<file path="src/rtl/bez_pkg.sv">
`default_nettype none

package bez_pkg;

   // Fixed field widths.
   localparam int COORD_W = 32;
   localparam int PARAM_W = 17;
   localparam int LANES   = 3;
   localparam int POINT_W = COORD_W * LANES;

   // Curve parameter value that stands for 1.0.
   localparam logic [PARAM_W-1:0] PARAM_ONE = 17'd65536;

   // Commands from the controller to the datapath.
   typedef struct packed {
      logic load_we;   // store the incoming control point
      logic t_load;    // capture the curve parameter
      logic cap_a;     // take the memory read data as the left operand
      logic cap_diff;  // take the right operand and form the difference
      logic do_mul;    // multiply the difference by the parameter
      logic blend_we;  // write the lerp result back, shift right operand to left
      logic out_load;  // move the memory read data into the output register
   } cmd_type;

   // Status from the datapath to the controller.
   typedef struct packed {
      logic out_busy;  // output register holds a word that is not taken this cycle
   } status_type;

endpackage

`default_nettype wire

</file>
<file path="src/rtl/bez_ctrl.sv">
`default_nettype none

module bez_ctrl #(
   parameter int MAX_POINTS = 16,
   localparam int IDX_W = $clog2(MAX_POINTS)
) (
   input  wire                  clock,
   input  wire                  reset,
   input  wire                  req_tvalid,
   input  wire                  req_tlast,
   output logic                 req_tready,
   input  bez_pkg::status_type  status,
   output bez_pkg::cmd_type     cmd,
   output logic [IDX_W-1:0]     waddr,
   output logic [IDX_W-1:0]     raddr,
   output logic                 ovf_flag
);

   import bez_pkg::*;

   localparam int CNT_W = $clog2(MAX_POINTS + 1);

   typedef enum logic [3:0] {
      ST_LOAD,
      ST_FETCH_A,
      ST_LATCH_A,
      ST_FETCH_B,
      ST_DIFF,
      ST_PROD,
      ST_WRITE,
      ST_FIN_RD,
      ST_FIN_WAIT
   } state_type;

   state_type        state_ff;
   logic [CNT_W-1:0] count_ff;
   logic [CNT_W-1:0] level_ff;
   logic [IDX_W-1:0] idx_ff;
   logic             ovf_ff;

   logic             accept;
   logic             fits;
   logic [CNT_W-1:0] count_in;
   logic             level_end;

   assign accept    = req_tvalid & req_tready;
   assign fits      = count_ff < CNT_W'(MAX_POINTS);
   assign count_in  = count_ff + CNT_W'(fits);
   assign level_end = (CNT_W'(idx_ff) + CNT_W'(2)) == level_ff;
   assign ovf_flag  = ovf_ff;

   always_comb begin
      cmd        = '0;
      req_tready = 1'b0;
      waddr      = idx_ff;
      raddr      = '0;
      case (state_ff)
         ST_LOAD: begin
            req_tready = 1'b1;
            waddr      = count_ff[IDX_W-1:0];
            if (accept) begin
               cmd.load_we = fits;
               cmd.t_load  = req_tlast;
            end
         end
         ST_LATCH_A: cmd.cap_a = 1'b1;
         ST_FETCH_B: raddr = idx_ff + IDX_W'(1);
         ST_DIFF:    cmd.cap_diff = 1'b1;
         ST_PROD:    cmd.do_mul = 1'b1;
         ST_WRITE:   cmd.blend_we = 1'b1;
         ST_FIN_WAIT: cmd.out_load = ~status.out_busy;
         default: begin
         end
      endcase
   end

   always_ff @(posedge clock) begin
      if (reset) begin
         state_ff <= ST_LOAD;
         count_ff <= '0;
         level_ff <= '0;
         idx_ff   <= '0;
         ovf_ff   <= 1'b0;
      end else begin
         case (state_ff)
            ST_LOAD: begin
               if (accept) begin
                  ovf_ff <= ovf_ff | ~fits;
                  if (req_tlast) begin
                     count_ff <= '0;
                     level_ff <= count_in;
                     idx_ff   <= '0;
                     state_ff <= (count_in == CNT_W'(1)) ? ST_FIN_RD : ST_FETCH_A;
                  end else begin
                     count_ff <= count_in;
                  end
               end
            end
            ST_FETCH_A: state_ff <= ST_LATCH_A;
            ST_LATCH_A: state_ff <= ST_FETCH_B;
            ST_FETCH_B: state_ff <= ST_DIFF;
            ST_DIFF:    state_ff <= ST_PROD;
            ST_PROD:    state_ff <= ST_WRITE;
            ST_WRITE: begin
               if (level_end) begin
                  level_ff <= level_ff - CNT_W'(1);
                  idx_ff   <= '0;
                  state_ff <= (level_ff == CNT_W'(2)) ? ST_FIN_RD : ST_FETCH_A;
               end else begin
                  idx_ff   <= idx_ff + IDX_W'(1);
                  state_ff <= ST_FETCH_B;
               end
            end
            ST_FIN_RD: state_ff <= ST_FIN_WAIT;
            ST_FIN_WAIT: begin
               if (!status.out_busy) begin
                  ovf_ff   <= 1'b0;
                  state_ff <= ST_LOAD;
               end
            end
            default: state_ff <= ST_LOAD;
         endcase
      end
   end

endmodule

`default_nettype wire

</file>
<file path="config.mk">
export PLATFORM = sky130hd
export DESIGN_NAME = bez_ctrl
export DESIGN_NICKNAME = d
export VERILOG_FILES = /design/src/rtl/bez_pkg.sv /design/src/rtl/bez_ctrl.sv
export SDC_FILE = /design/constraint.sdc
export NUM_CORES = 1
export LEC_CHECK = 0
export BUFFER_PORTS_ARGS = -buffer_cell sky130_fd_sc_hd__buf_2
export CAP_MARGIN = 20
export CORE_MARGIN = 4
export CORE_UTILIZATION = 35
export CTS_CLUSTER_SIZE = 12
export DETAILED_ROUTE_END_ITERATION = 10
export HOLD_SLACK_MARGIN = 0.15
export SYNTH_ARGS = -nofsm -noshare
export SYNTH_HDL_FRONTEND = slang
export SYNTH_SLANG_ARGS = --single-unit
</file>
<file path="constraint.sdc">
create_clock -name clock -period 1.62 [get_ports clock]
set_input_delay 0.162 -clock clock [delete_from_list [all_inputs] [get_ports clock]]
set_output_delay 0.162 -clock clock [all_outputs]
set_load 0.05 [all_outputs]
</file>
# Word-level counts from Yosys, hierarchy flattened
# Cells that the tools add are included.
# Widths: inputs -> output; s select.
# totals
reg_bits	19
input_bits	5
output_inout_bits	17
elab_cells	66
# op_classes
addsub	4
magnitude_cmp	1
eq_ne	15
muxes	29
n_bitwise	4
n_reduce_logical	8
# op_table
op	count
$pmux 4 s9	1
$mux 4	8
$mux 5	4
$eq 4x3->1 const B	4
$pmux 5 s2	1
$mux 3	3
$reduce_and 3->1	3
$eq 4x2->1 const B	2
$mux 1	8
$ne 2x2->1 const B	4
$pmux 4 s2	1
$add 4x2->5 const B	1
$add 5x1->5	1
$eq 5x1->1 const B	1
$eq 5x2->1 const B	1
$eq 5x5->1	1
$lt 5x5->1 const B	1
$sub 5x1->5 const B	1
$add 4x1->4 const B	1
$eq 4x1->1 const B	1
$eq 4x4->1 const B	1
$logic_not 4->1	1
$mux 2	2
$reduce_and 4->1	1
6 further kinds	8

# Logic depth before layout (Yosys ltp)
# depth
depth_word	7
mapped_depth	8
depth_no_buf	8

# Least setup slack after synthesis
# No wires, ideal clock.
# synth_path
kind	register to register
startpoint	register state_ff[2]
endpoint	register ovf_ff (netlist: ovf_flag)
setup_time_ps	204
arrival_time_ps	2184
required_ps	1416
path_slack_ps	-768
stages_incl_launch_ff	5
n_path_buf	1
synth_period_minus_slack_ps	2388
path_cell_list	dfxtp_1 buf_2 nand2b_1 nor4_1 nor3_1
# synth_between
elab_chain_cells	5
elab_cells_between_ends	9
cone_classes	eq/ne (3); mux (2); bitwise (1); reduce/logical (3)
# synth_rtl
element	line	rtl
start, declared	bez_ctrl.sv:35	state_type state_ff;
start signal, assigned	bez_ctrl.sv:93	state_ff <= (count_in == CNT_W'(1)) ? ST_FIN_RD : ST_FETCH_A;
start signal, assigned	bez_ctrl.sv:108	state_ff <= (level_ff == CNT_W'(2)) ? ST_FIN_RD : ST_FETCH_A;
$logic_not 4->1	bez_ctrl.sv:57, bez_ctrl.sv:85	
$mux 1	bez_ctrl.sv:57	case (state_ff)
$and 1x1->1	bez_ctrl.sv:46	assign accept = req_tvalid & req_tready;
$ne 2x2->1 (no line)	--	
$reduce_and 3->1 (no line)	--	
end signal, assigned	bez_ctrl.sv:88	ovf_ff <= ovf_ff | ~fits;
end, declared	bez_ctrl.sv:39	logic ovf_ff;
# Several ways; a longest one is shown, not always the timed one.
# A chain may end at the register's enable or synchronous reset.

# Worst setup path in the final report
# layout_path
startpoint	register idx_ff[1]
endpoint	register level_ff[2]
# layout_between
elab_chain_cells	4
# layout_rtl
element	line	rtl
start, declared	bez_ctrl.sv:38	logic [IDX_W-1:0] idx_ff;
start signal, assigned	bez_ctrl.sv:110	idx_ff <= idx_ff + IDX_W'(1);
$add 4x2->5	bez_ctrl.sv:49	assign level_end = (CNT_W'(idx_ff) + CNT_W'(2)) == level_ff;
$eq 5x5->1	bez_ctrl.sv:49	
$ne 2x2->1 (no line)	--	
$reduce_and 4->1 (no line)	--	
end signal, assigned	bez_ctrl.sv:91	level_ff <= count_in;
end signal, assigned	bez_ctrl.sv:106	level_ff <= level_ff - CNT_W'(1);
end, declared	bez_ctrl.sv:37	logic [CNT_W-1:0] level_ff;
# Every way passes these cells.

==> impl_metrics.env <==
export IMPL_start_util=0.376
export IMPL_dp_cells=249
export IMPL_wl_mm=4.31
export IMPL_coreArea_um2=3440
export IMPL_wire_per_inst_um=16.3
export IMPL_first_global_vias=1411
export IMPL_num_fill_cells=284
export IMPL_cp_end_kind="flop"
export IMPL_cp_max_fo=3
export IMPL_maxCapViolations=0
export IMPL_seq_area_frac_synth=0.294
export IMPL_path_clk_slew_ns=0.07
export IMPL_vias=1405
export IMPL_instances_no_fill=264
export IMPL_drc=0
export IMPL_async_flop_share=0
export IMPL_maxSlewHeadroom=0.715
export IMPL_synth_area_leaders="dfxtp_1 (29%), ha_1 (5.8%), nor2_1 (5.2%)"
export IMPL_synth_area_um2=1290
export IMPL_status="complete, but fails checks"
export IMPL_synth_most_common_cell="dfxtp_1"
export IMPL_synth_edf_count=0
export IMPL_cts_inserted_buffers=3
export IMPL_yosysWarnings=0
export IMPL_htreeDepth=1
export IMPL_syn_nets=170
export IMPL_port_buffers=21
export IMPL_dieArea_um2=4740
export IMPL_critPathRequiredTime_ns=1.78
export IMPL_cts_root_buf="clkbuf_8"
export IMPL_first_pass_iters=4
export IMPL_area_growth_pct=68.6
export IMPL_clkLatencyLatePin_ns=0.26
export IMPL_clock_sinks=19
export IMPL_start_kind="flop"
export IMPL_first_iter_violations=45
export IMPL_path_class="flop to flop"
export IMPL_yosysTopAreaCellShare=0.294
export IMPL_setup_slack_ns=-0.198
export IMPL_grt_pass1_wl_mm=6.71
export IMPL_dpl_worst_slack_ns=-0.171
export IMPL_worst_endpoint_arrival_ns=1.97
export IMPL_gp_congestion=0.873
export IMPL_worst_pin_slew_ns=0.427
export IMPL_routed_via_density=5.32
export IMPL_setup_viol=15
export IMPL_yosysUniqueCellTypes=45
export IMPL_cellPowerDensity_nw_per_um2=1110
export IMPL_synth_top_area_cell="dfxtp_1"
export IMPL_clock_fmax_mhz=550
export IMPL_cts_buffer_depth=2
export IMPL_p_total_mw=2.42
export IMPL_hold_class="primary input to flop"
export IMPL_slew_viol_final=0
export IMPL_grt_overflow_total=0
export IMPL_fp_dieH_um=68.8
export IMPL_layout_drive_gt1_share=0.583
export IMPL_chipWidth_um=68.8
export IMPL_avgSynthCellArea_um2=8.14
export IMPL_peakVddDrop_uv=786
export IMPL_grt_setup_unrepaired="yes"
export IMPL_p_leak_nw=0.875
export IMPL_io_pins=22
export IMPL_antenna_found_initial=0
export IMPL_diodes=0
export IMPL_placed_area_um2=1750
export IMPL_violations="setup timing"
export IMPL_fin_nets=230
export IMPL_drtAntennaViolNets=0
export IMPL_whs_path_depth=3
export IMPL_fin_area_um2=2180
export IMPL_grt_max_degree=19
export IMPL_hold_viol_final=0
export IMPL_period_share=1.12
export IMPL_ys_ff_latch=19
export IMPL_reg2reg_depth=6
export IMPL_rows=21
export IMPL_postSynthCellCount=159
export IMPL_grt_usage=0.190
export IMPL_final_setup_skew_ns=0.00185
export IMPL_dominantRegCellSynth="dfxtp_1"
export IMPL_r2r_slack_ns=-0.20
export IMPL_fin_util=0.634
export IMPL_period_minus_slack_ns=1.82
export IMPL_synthTopCellsByCount="dfxtp_1 (19), nor2_1 (18), a21oi_1 (13), nand2_1 (13)"
export IMPL_post_dp_hpwl_mm=2.88
export IMPL_cts_tree="built"
-- cells in the final DEF, fill, tap and decap left out, types with 4 or more instances in the layout --
cell,n
buf_6,14
mux2_4,4
dfxtp_1,10
buf_8,4
nor2_1,13
dfxtp_2,6
buf_2,7
ha_4,4
nor2_2,4
buf_4,37
a21oi_1,11
inv_1,4
nor3_2,4
nand2_1,10
nor3_1,4
-- per-layer routing --
layer / vias up / track usage / routed length [um]
met4: 0 / 0.0438 / 46
met3: 6 / 0.0308 / 166
met2: 27 / 0.349 / 2340
li1: 696 / - / -
met5: - / 0 / 0
met1: 676 / 0.230 / 1750
-- critical path: stages (launching register included) --
cell      delay, ns
dfxtp_2        0.34
ha_4           0.16
xor2_2         0.14
or3_4          0.37
a211oi_4       0.33
o22ai_1        0.11
a32o_1         0.26
-- power breakdown --
part / internal [mW] / switching [mW] / leakage, nW
logic: 0.677 / 0.784 / 0.693
clock network: 0.175 / 0.168 / 0.0228
registers: 0.536 / 0.0804 / 0.159
-- cell type report --
type,instances,area [um^2],share of cell area
Inverter,8,33.8,0.0155
Clock buffer,4,45.0,0.0206
Tap cell,46,57.6,0.0264
Timing Repair Buffer,63,551,0.252
Multi-Input combinational cell,124,1100,0.503
Sequential cell,19,399,0.183
-- metrics by stage --
| step | hold slack (ns) | TNS [ns] |
|---|---|---|
| 3_5_place_dp | 0.514 | -0.842 |
| 6_report | 0.236 | -1.72 |
| 2_1_floorplan | 0.330 | -0.621 |
| 3_3_place_gp | 0.493 | -0.497 |
| 5_1_grt | 0.249 | -2.95 |
| 4_1_cts | 0.235 | -1.33 |
-- registers in the layout (all words and copies together), names as in the netlist --
name	flops
ovf_flag	1
idx_ff	4
state_ff	4
level_ff	5
count_ff	5
-- path summary, 6_finish.rpt --
kind | from | endpoint
worst max-delay path | idx_ff[1] | level_ff[2]
worst min register to register | idx_ff[0] | idx_ff[0]
worst max register to register | idx_ff[1] | level_ff[2]
worst min-delay path | req_tvalid | count_ff[2]
-- logic make-up after synthesis --
group                    count (synthesis)  share of synthesized area
XOR/XNOR                                 8                     0.0541
adder cells (fa/ha/maj)                  6                     0.0580
multiplexers                             5                     0.0425
AO/OA/AOI/OAI                           40                      0.221
buffers and inverters                   16                     0.0531
flip-flops                              19                      0.294
AND/OR/NAND/NOR                         65                      0.277
-- what timing repair did --
action | 4_1_cts | 5_1_grt
resized for setup | 39 | 43
hold endpoints to repair | 0 | 0
endpoints found under the setup margin | 21 | 31
gates cloned | 0 | 0
buffers inserted | 5 | 6
pin swaps | 11 | 15
hold buffers | 0 | 0
No activity file was read; power rests on OpenSTA's default activity.
